[src/design/bpc_pkg.sv]
// Package for the button press classifier.
// Holds configuration register indexes, reset values and the shared structs.
// No dependencies.
`default_nettype none

package bpc_pkg;

  localparam int unsigned CFG_IDX_W  = 2;
  localparam int unsigned CFG_DATA_W = 16;
  localparam int unsigned IDLE_W     = 16;
  localparam int unsigned THRESH_W   = 16;
  localparam int unsigned INTERVAL_W = 10;

  typedef enum logic [CFG_IDX_W-1:0] {
    REG_IDLE_TIMEOUT = 2'd0,
    REG_LONG_THRESH  = 2'd1,
    REG_SAMPLE_INTV  = 2'd2,
    REG_UNUSED       = 2'd3
  } cfg_reg_e;

  localparam logic [IDLE_W-1:0]     IDLE_TIMEOUT_RST = 16'd3000;
  localparam logic [THRESH_W-1:0]   LONG_THRESH_RST  = 16'd200;
  localparam logic [INTERVAL_W-1:0] SAMPLE_INTV_RST  = 10'd20;

  typedef struct packed {
    logic [IDLE_W-1:0]     idle_timeout;
    logic [THRESH_W-1:0]   long_press_threshold;
    logic [INTERVAL_W-1:0] sample_interval;
  } cfg_t;

  typedef struct packed {
    logic is_pressed;
    logic press_event;
    logic release_event;
    logic short_press;
    logic long_press;
    logic idle_flag;
  } result_t;

endpackage

`default_nettype wire

[src/design/bpc_cfg_regs.sv]
// Configuration register file of the button press classifier.
// Depends on bpc_pkg for register indexes and reset values.
`default_nettype none

module bpc_cfg_regs
  import bpc_pkg::*;
(
  input  wire logic                  clk_i,
  input  wire logic                  rst_ni,
  input  wire logic                  cfg_valid_i,
  output logic                       cfg_ready_o,
  input  wire logic [CFG_IDX_W-1:0]  cfg_index_i,
  input  wire logic [CFG_DATA_W-1:0] cfg_data_i,
  output cfg_t                       cfg_o
);

  cfg_t cfg_q, cfg_d;

  assign cfg_ready_o = 1'b1;

  always_comb begin
    cfg_d = cfg_q;
    if (cfg_valid_i) begin
      case (cfg_reg_e'(cfg_index_i))
        REG_IDLE_TIMEOUT: cfg_d.idle_timeout = cfg_data_i[IDLE_W-1:0];
        REG_LONG_THRESH:  cfg_d.long_press_threshold = cfg_data_i[THRESH_W-1:0];
        REG_SAMPLE_INTV:  cfg_d.sample_interval = cfg_data_i[INTERVAL_W-1:0];
        default:          cfg_d = cfg_q;
      endcase
    end
  end

  always_ff @(posedge clk_i or negedge rst_ni) begin
    if (!rst_ni) begin
      cfg_q.idle_timeout         <= IDLE_TIMEOUT_RST;
      cfg_q.long_press_threshold <= LONG_THRESH_RST;
      cfg_q.sample_interval      <= SAMPLE_INTV_RST;
    end else begin
      cfg_q <= cfg_d;
    end
  end

  assign cfg_o = cfg_q;

endmodule

`default_nettype wire

[src/design/bpc_core.sv]
// Per-tick classifier: sample countdown, saturating elapsed timer, press state.
// Depends on bpc_pkg for the configuration and result structs.
`default_nettype none

module bpc_core
  import bpc_pkg::*;
#(
  parameter int unsigned TIME_BITS = 16
) (
  input  wire logic clk_i,
  input  wire logic rst_ni,
  input  wire logic tick_i,
  input  wire logic pin_level_i,
  input  wire cfg_t cfg_i,
  output logic      res_valid_o,
  output result_t   res_o
);

  localparam int unsigned CmpW = (TIME_BITS > 16) ? TIME_BITS : 16;

  logic                  pressed_q, pressed_d;
  logic [TIME_BITS-1:0]  elapsed_q, elapsed_d, elapsed_inc;
  logic [INTERVAL_W-1:0] countdown_q, countdown_d;
  logic [CmpW-1:0]       elapsed_ext, thresh_ext, idle_ext;
  logic                  sample;

  assign elapsed_inc = (elapsed_q != {TIME_BITS{1'b1}}) ? elapsed_q + 1'b1 : elapsed_q;
  assign elapsed_ext = CmpW'(elapsed_inc);
  assign thresh_ext  = CmpW'(cfg_i.long_press_threshold);
  assign idle_ext    = CmpW'(cfg_i.idle_timeout);
  assign sample      = (countdown_q == '0);

  always_comb begin
    pressed_d   = pressed_q;
    elapsed_d   = elapsed_q;
    countdown_d = countdown_q;
    res_o       = '0;
    res_valid_o = 1'b0;
    if (tick_i) begin
      elapsed_d = elapsed_inc;
      if (!sample) begin
        countdown_d = countdown_q - 1'b1;
      end else begin
        res_valid_o = 1'b1;
        // An interval of zero behaves as one: every tick is sampled.
        countdown_d = (cfg_i.sample_interval == '0) ? '0 : cfg_i.sample_interval - 1'b1;
        if (!pin_level_i) begin
          res_o.is_pressed = 1'b1;
          if (!pressed_q) begin
            res_o.press_event = 1'b1;
            pressed_d         = 1'b1;
            elapsed_d         = '0;
          end
        end else if (pressed_q) begin
          res_o.release_event = 1'b1;
          res_o.short_press   = (elapsed_ext < thresh_ext);
          res_o.long_press    = !(elapsed_ext < thresh_ext);
          pressed_d           = 1'b0;
          elapsed_d           = '0;
        end else begin
          res_o.idle_flag = (elapsed_ext > idle_ext);
        end
      end
    end
  end

  always_ff @(posedge clk_i or negedge rst_ni) begin
    if (!rst_ni) begin
      pressed_q   <= 1'b0;
      elapsed_q   <= '0;
      countdown_q <= '0;
    end else begin
      pressed_q   <= pressed_d;
      elapsed_q   <= elapsed_d;
      countdown_q <= countdown_d;
    end
  end

endmodule

`default_nettype wire

[src/design/button_press_classifier_unit.sv]
// Button press classifier: one millisecond tick per input request, and one
// result request for every sampled tick.
//
// Channels: the input carries pin_level_i (0 = pressed) under in_valid_i /
// in_stall_o. Results leave on out_valid_o / out_stall_i with is_pressed,
// press_event, release_event, short_press, long_press and idle_flag.
// Configuration writes use cfg_valid_i / cfg_ready_o (always ready) with
// cfg_index_i: 0 idle timeout, 1 long press threshold, 2 sample interval;
// other indexes are dropped. Write only while the block is idle.
// Timing: an accepted tick lands in the input register; when it moves on,
// the classifier updates its state and, on a sampled tick, loads the result
// register, from which the result drives the outputs.
// One tick is taken every cycle while no result waits under out_stall_i.
// A sample happens on the first tick after reset and then once every
// sample_interval ticks; other ticks give no result.
// Reset: released state, elapsed timer and countdown at zero, registers at
// 3000 / 200 / 20, both pipeline registers empty.
// Stall: while a result waits under out_stall_i, a held tick stays in the
// input register and in_stall_o is raised; ticks giving no result still
// pass only when the result register can move.
// Depends on bpc_pkg, bpc_cfg_regs and bpc_core.
`default_nettype none

module button_press_classifier_unit
  import bpc_pkg::*;
#(
  parameter int unsigned TIME_BITS = 16
) (
  input  wire logic                  clk_i,
  input  wire logic                  rst_ni,
  input  wire logic                  in_valid_i,
  output logic                       in_stall_o,
  input  wire logic                  pin_level_i,
  output logic                       out_valid_o,
  input  wire logic                  out_stall_i,
  output logic                       is_pressed_o,
  output logic                       press_event_o,
  output logic                       release_event_o,
  output logic                       short_press_o,
  output logic                       long_press_o,
  output logic                       idle_flag_o,
  input  wire logic                  cfg_valid_i,
  output logic                       cfg_ready_o,
  input  wire logic [CFG_IDX_W-1:0]  cfg_index_i,
  input  wire logic [CFG_DATA_W-1:0] cfg_data_i
);

  cfg_t    cfg;
  result_t core_res;
  result_t res_q;
  logic    core_valid;
  logic    in_valid_q, in_valid_d;
  logic    pin_q;
  logic    out_valid_q, out_valid_d;
  logic    out_free, advance, in_accept;

  bpc_cfg_regs u_cfg (
    .clk_i       (clk_i),
    .rst_ni      (rst_ni),
    .cfg_valid_i (cfg_valid_i),
    .cfg_ready_o (cfg_ready_o),
    .cfg_index_i (cfg_index_i),
    .cfg_data_i  (cfg_data_i),
    .cfg_o       (cfg)
  );

  // The held tick moves on only when the result register can take a result.
  assign out_free   = !out_valid_q || !out_stall_i;
  assign advance    = in_valid_q && out_free;
  assign in_stall_o = in_valid_q && !out_free;
  assign in_accept  = in_valid_i && !in_stall_o;

  bpc_core #(
    .TIME_BITS (TIME_BITS)
  ) u_core (
    .clk_i       (clk_i),
    .rst_ni      (rst_ni),
    .tick_i      (advance),
    .pin_level_i (pin_q),
    .cfg_i       (cfg),
    .res_valid_o (core_valid),
    .res_o       (core_res)
  );

  always_comb begin
    in_valid_d = in_valid_q;
    if (advance) begin
      in_valid_d = 1'b0;
    end
    if (in_accept) begin
      in_valid_d = 1'b1;
    end
    out_valid_d = out_valid_q;
    if (out_free) begin
      out_valid_d = core_valid;
    end
  end

  always_ff @(posedge clk_i or negedge rst_ni) begin
    if (!rst_ni) begin
      in_valid_q  <= 1'b0;
      out_valid_q <= 1'b0;
    end else begin
      in_valid_q  <= in_valid_d;
      out_valid_q <= out_valid_d;
    end
  end

  always_ff @(posedge clk_i) begin
    if (in_accept) begin
      pin_q <= pin_level_i;
    end
    if (out_free && core_valid) begin
      res_q <= core_res;
    end
  end

  assign out_valid_o     = out_valid_q;
  assign is_pressed_o    = res_q.is_pressed;
  assign press_event_o   = res_q.press_event;
  assign release_event_o = res_q.release_event;
  assign short_press_o   = res_q.short_press;
  assign long_press_o    = res_q.long_press;
  assign idle_flag_o     = res_q.idle_flag;

endmodule

`default_nettype wire
[config.mk]
export PLATFORM = sky130hd
export DESIGN_NAME = button_press_classifier_unit
export DESIGN_NICKNAME = d
export VERILOG_FILES = /design/src/design/bpc_pkg.sv /design/src/design/bpc_cfg_regs.sv /design/src/design/bpc_core.sv /design/src/design/button_press_classifier_unit.sv
export SDC_FILE = /design/constraint.sdc
export NUM_CORES = 1
export LEC_CHECK = 0
export BUFFER_PORTS_ARGS = -buffer_cell sky130_fd_sc_hd__buf_2
export CORE_ASPECT_RATIO = 1.2
export CORE_MARGIN = 8
export CORE_UTILIZATION = 45
export CTS_BUF_LIST = sky130_fd_sc_hd__clkbuf_16
export DETAILED_ROUTE_END_ITERATION = 7
export REMOVE_ABC_BUFFERS = 1
export SKIP_LAST_GASP = 1
export SLEW_MARGIN = 20
export SYNTH_ARGS = -nofsm -noshare
export SYNTH_HDL_FRONTEND = slang
export SYNTH_HIERARCHICAL = 1
export SYNTH_SLANG_ARGS = --single-unit
export TNS_END_PERCENT = 30
[constraint.sdc]
create_clock -name clk_i -period 4.19 [get_ports clk_i]
set_input_delay 0.419 -clock clk_i [delete_from_list [all_inputs] [get_ports clk_i]]
set_output_delay 0.419 -clock clk_i [all_outputs]
set_load 0.02 [all_outputs]
### Word level (Yosys, flattened, before mapping)

Cells that the tools add are included.

| operators by class | value |
|---|---|
| add/subtract/negate cells | 3 |
| order comparisons | 2 |
| eq/ne operators | 3 |
| multiplexer cells | 15 |
| bitwise gates (word level) | 3 |
| reduce and logical (&&, ||, !) cells | 22 |

Operators with widths:

| cell | count |
|---|---|
| two-way mux 16 bit | 5 |
| zero test 10 bit | 2 |
| two-way mux 10 bit | 2 |
| subtractor 10 x 1 -> 10 bit (second input constant) | 2 |
| adder 16 x 1 -> 16 bit (second input constant) | 1 |
| > comparator 16 bit | 1 |
| < comparator 16 bit | 1 |
| != test 16 bit (second input constant) | 1 |
| AND reduction 2 bit | 4 |
| two-way mux 1 bit | 6 |
| zero test 1 bit | 5 |
| logical AND 1 bit | 4 |
| AND reduction 4 bit | 1 |
| OR reduction 4 bit | 1 |
| two-way mux 3 bit | 1 |
| inverter 1 bit | 3 |
| AND reduction 3 bit | 1 |
| OR reduction 3 bit | 1 |
| equality test 2 x 1 -> 1 bit (second input constant) | 1 |
| equality test 2 bit (second input constant) | 1 |
| zero test 2 bit | 1 |
| two-way mux 2 bit | 1 |
| nonzero test 2 bit | 1 |
| logical OR 1 bit | 1 |

| storage, ports and cells | value |
|---|---|
| register bits after elaboration | 78 |
| output and inout bits | 9 |
| logic and storage cells | 63 |

### Logic depth before layout (Yosys ltp)

| depth | value |
|---|---|
| word-level depth | 7 |
| depth in mapped cells | 15 |
| mapped depth without buffers | 14 |

### Cells and area by module

The synthesis kept the hierarchy.

By module, submodules not included:

| module | instances | cells an instance | area each (um^2) | sequential area each (um^2) |
|---|---|---|---|---|
| bpc_core | 1 | 340 | 2668.8 | 675.6 |
| bpc_cfg_regs | 1 | 92 | 1611.5 | 1066.0 |
| button_press_classifier_unit | 1 | 17 | 309.0 | 260.2 |

### Worst setup path after synthesis

Ideal clock, no wire load.

| timing | value |
|---|---|
| path kind | register -> register |
| from | reg u_core.elapsed_q[0] |
| to | reg res_q (netlist bit idle_flag_o), data pin |
| library setup time | 0.256 ns |
| arrival | 3.076 ns |
| data required time | 3.934 ns |
| setup slack | 0.858 ns |
| cell stages (with the launch flop) | 14 |
| buffers on the path | 0 |
| path through | dfrtp_1 > ha_1 > nand2_1 > nor3_1 > a21oi_1 > or4b_2 > xnor2_1 > ha_1 > nand4_1 > nor4_1 > nand2_1 > a21oi_1 > o32ai_1 > and4b_1 |

| between the ends | value |
|---|---|
| cells in the longest elaborated chain, start to end | 3 |

RTL lines:

| what | line | text |
|---|---|---|
| from (decl) | bpc_core.sv:22 | `logic [TIME_BITS-1:0] elapsed_q, elapsed_d, elapsed_inc;` |
| from (signal assigned) | bpc_core.sv:74 | `elapsed_q <= elapsed_d;` |
| adder 16 x 1 -> 16 bit / != test 16 bit (equally long branches) | bpc_core.sv:27 | `assign elapsed_inc = (elapsed_q != {TIME_BITS{1'b1}}) ? elapsed_q + 1'b1 : elapsed_q;` |
| two-way mux 16 bit * | bpc_core.sv:27 |  |
| > comparator 16 bit * | bpc_core.sv:61 | `res_o.idle_flag = (elapsed_ext > idle_ext);` |
| to (signal assigned) | button_press_classifier_unit.sv:114 | `res_q <= core_res;` |
| to (decl) | button_press_classifier_unit.sv:50 | `result_t res_q;` |

Mark *: on every way between the ends. The rest lies on a longest branch, timed or not.
A chain may end at the register's enable or synchronous reset.

### Worst setup path in the final report

Same ends and word-level chain as after synthesis.

==> summary.md <==
| Metric | Value |
|---|---|
| Post-DP HPWL | around 7.7 mm |
| CTS tree | yes |
| Post-route cell area | a little over 5000 um2 |
| Tcrit/Tclk final | 0.891 |
| Crit end category | flop |
| Final Core Density | 0.518 |
| PD cells | slightly below 500 nW/um2 |
| Gate Count Post-Synth | between 400 and 500 |
| Row count | 40 |
| WP data required | 4.40 ns |
| IO Pins | 33 |
| First-pass GRT wire length | around 17 mm |
| Area Overhead vs Synth | 12.5% |
| Max Cap Viol | 0 |
| Antenna violations before repair | 0 |
| Die footprint | approximately 14000 um2 |
| Delay-heaviest family, CP | simple AND/OR/NAND/NOR gates |
| Sequential-to-total area share from yosys stat | 0.436 |
| Final setup viols | 0 |
| CTS sink cnt | between 70 and 80 |
| Root Buffer | clkbuf_16 |
| Synth Warn # | 6 |
| Antenna fix cells | 0 |
| FMAX | 0.268 GHz |
| DRT iter0 DRCs | ~140 |
| Cts hold-fix bufs | 0 |
| DR vias | between 3000 and 4000 |
| Mapped Area | approximately 4600 um2 |
| Drt wl/cell | between 15 and 20 um |
| Layout Cells excl Fill | around 620 |
| R2R cell count | 12 |
| Internal power | between 1.5 and 2 mW |
| Die Y-Extent | between 100 and 150 um |
| Critical Path, Cell by Cell | ha_1, nand2_1, nor3_1, a21oi_1, or4b_2, xnor2_1, ha_1, nand4_1, nor4_1, nand2_1, o32ai_1, and4b_1 |
| Buf/Inv on CP | 0 |
| Post-synth top area cell | dfrtp_1 |
| Crit path to | idle_flag_o |
| Synth top area share | 0.322 |
| Ys async rst share | 0.910 |
| CP max-delay cell | or4b_2 |
| Cell count along the critical path | 12 |
| Net Sw Power | between 0.8 and 0.9 mW |
| GRT Resource Usage Total | 0.156 |
| Num CTS Buffers | 9 |
| CP max FO | 6 |
| Peak VDD IR | 0.241 mV |
| Final WL | ~10 mm |
| Final Hold Viols | 0 |
| Slew Viols, Final | 0 |
| Pre-antenna DRT Iters | 4 |
| EDFF count, synth | 7 |
| Vias in the first global route | ~3400 |
| Clk Latency, worst-skew pair | 0.33 ns |
| Grt ovf | 0 |
| H-tree depth | 3 |
| Clk pwr share | 0.300 |
| RSZ-0062 raised after global routing | no |
| Reg2Reg Capture Point | idle_flag_o |
| Placed Area | 4870 um2 |
| Hold WC Path Type | primary input to async pin |
| Post-CTS setup buffer count | 0 |
| CP Class | flop to flop |
| Number of nets still failing antenna checks after routing | 0 |
| Least-Margin Pin Slew | around 0.95 ns |
| CP arrival | ~3.9 ns |
| Cell with the most instances after synthesis | dfrtp_1 |
| Main flop type after synthesis | dfrtp_1 |
| Drt drc | 0 |
| CTS resizes | 0 |
| Core Region | approximately 10000 um2 |
| Largest net degree at the start of global routing | between 40 and 50 |
| Switching share of power | 0.325 |
| Sum Neg Setup Slack | 0 ns |
| Maximum buffer depth of the clock tree | 2 |
| Distinct cells, synth | 63 |
| Top post-synthesis cells by count | 59 x dfrtp_1, 44 x mux2_2, 41 x inv_1 |
| Seq pwr share | 0.428 |
| Die width | 108 um |
| RR Startpoint | u_core/elapsed_q[0] |
| Clock Skews | between 0.006 and 0.007 ns |
| Syn Area/Cell | between 10 and 15 um2 |
| Yosys reg bits | 78 |
| Min Clock Period, post-route | approximately 3.7 ns |
| Crit. Startpoint | u_core/elapsed_q[0] |
| R2R setup slack | between 0.4 and 0.5 ns |
| Port bufs | 31 |
| Vias per inst | 5.50 |
| Clk slew on worst S/H paths | 0.06 ns |
| Startpoint types | flop |
| Max stage delay on crit path | between 0.6 and 0.7 ns |
| Placed Cells | 600 |
| Layout Nets | about 540 |
| Rel. slew slack | 0.364 |
| Dominant cells by area after synthesis | dfrtp_1 32%, mux2_2 11%, ha_1 9.0%, dfstp_2 6.9%, edfxtp_1 4.6% |
| Initial Utilization | 0.461 |
| Status | complete, no violations |
| Routability cong. | between 0.8 and 0.9 |
| Combinational Power Share | 0.272 |
| Pleak | between 2 and 2.5 nW |
| Layout cell share with drive strength beyond 1 | 0.257 |
-- cells in the final DEF (no fill, tap or decap), types with 12 or more instances in the layout --
cell / count
inv_1: 42
a21oi_1: 18
mux2_2: 44
dfrtp_1: 59
nor2_1: 28
ha_1: 33
dfstp_2: 12
o21ai_0: 21
nand2_1: 39
buf_2: 31
nor3_1: 16
-- metrics by stage --
stage / hold WS [ns] / total power, mW / setup slack [ns]
2_1_floorplan: 0.123 / 1.58 / 0.858
3_3_place_gp: 0.488 / 1.77 / 0.563
3_5_place_dp: 0.483 / 1.80 / 0.478
4_1_cts: 0.248 / 2.58 / 0.474
5_1_grt: 0.250 / 2.73 / 0.120
6_report: 0.233 / 2.55 / 0.455
-- final cells by class --
class                           count  area [um2]
Clock buffer                        9         225
Clock inverter                      7        65.1
Fill cell                         911        4800
Inverter                           41         154
Multi-Input combinational cell    319        2370
Sequential cell                    78        2000
Tap cell                          126         158
Timing Repair Buffer               36         193
-- power groups by stage --
| stage | logic, mW | registers [mW] | clock network (mW) |
|---|---|---|---|
| 6_report | 0.693 | 1.09 | 0.763 |
| 5_1_grt | 0.789 | 1.12 | 0.819 |
| 4_1_cts | 0.700 | 1.09 | 0.786 |
| 3_5_place_dp | 0.694 | 1.10 | 0 |
| 3_3_place_gp | 0.676 | 1.09 | 0 |
| 2_1_floorplan | 0.518 | 1.06 | 0 |
-- routing by layer --
| layer | GRT usage | part of all wire | vias up |
|---|---|---|---|
| met5 | 0 | 0 | - |
| met4 | 0.0786 | 0.033 | 0 |
| met3 | 0.0339 | 0.034 | 20 |
| met2 | 0.259 | 0.50 | 53 |
| met1 | 0.183 | 0.44 | 1638 |
| li1 | - | - | 1675 |
-- worst register-to-register path: stages, from the launching register on --
cell and delay (ns):
dfrtp_1 0.44, ha_1 0.24, nand2_1 0.16, nor3_1 0.13
a21oi_1 0.33, or4b_2 0.68, xnor2_1 0.19, ha_1 0.31
nand4_1 0.11, nor4_1 0.34, nand2_1 0.12, o32ai_1 0.32
and4b_1 0.23
-- kinds of logic after synthesis --
logic type      Yosys count  share of synthesized area
flops                    78                      0.436
buf+inv                  52                     0.0483
xor+xnor                 18                     0.0344
compound gates           86                      0.122
mux                      45                      0.110
fa+ha+maj                33                     0.0900
simple gates            136                      0.158
other cells               1                   0.000817
-- sequential cells by signal (all words and copies together), names as in the netlist --
register and cells:
idle_flag_o 1, in_valid_q 1, is_pressed_o 1, long_press_o 1, out_valid_o 1, pin_q 1, press_event_o 1, release_event_o 1
short_press_o 1, u_cfg/cfg_o 42, u_core/countdown_q 10, u_core/elapsed_q 16, u_core/pressed_q 1
-- how the worst min path moves through the flow --
stage | from | to | slack [ns]
2_1_floorplan | rst_ni | in_valid_q | 0.12
3_3_place_gp | u_core/elapsed_q[7] | u_core/elapsed_q[7] | 0.49
3_5_place_dp | u_core/elapsed_q[7] | u_core/elapsed_q[7] | 0.48
4_1_cts | rst_ni | u_core/countdown_q[6] | 0.25
5_1_grt | pin_level_i | pin_q | 0.25
6_report | rst_ni | u_core/countdown_q[6] | 0.23
Power figures use the tool's default switching activity.
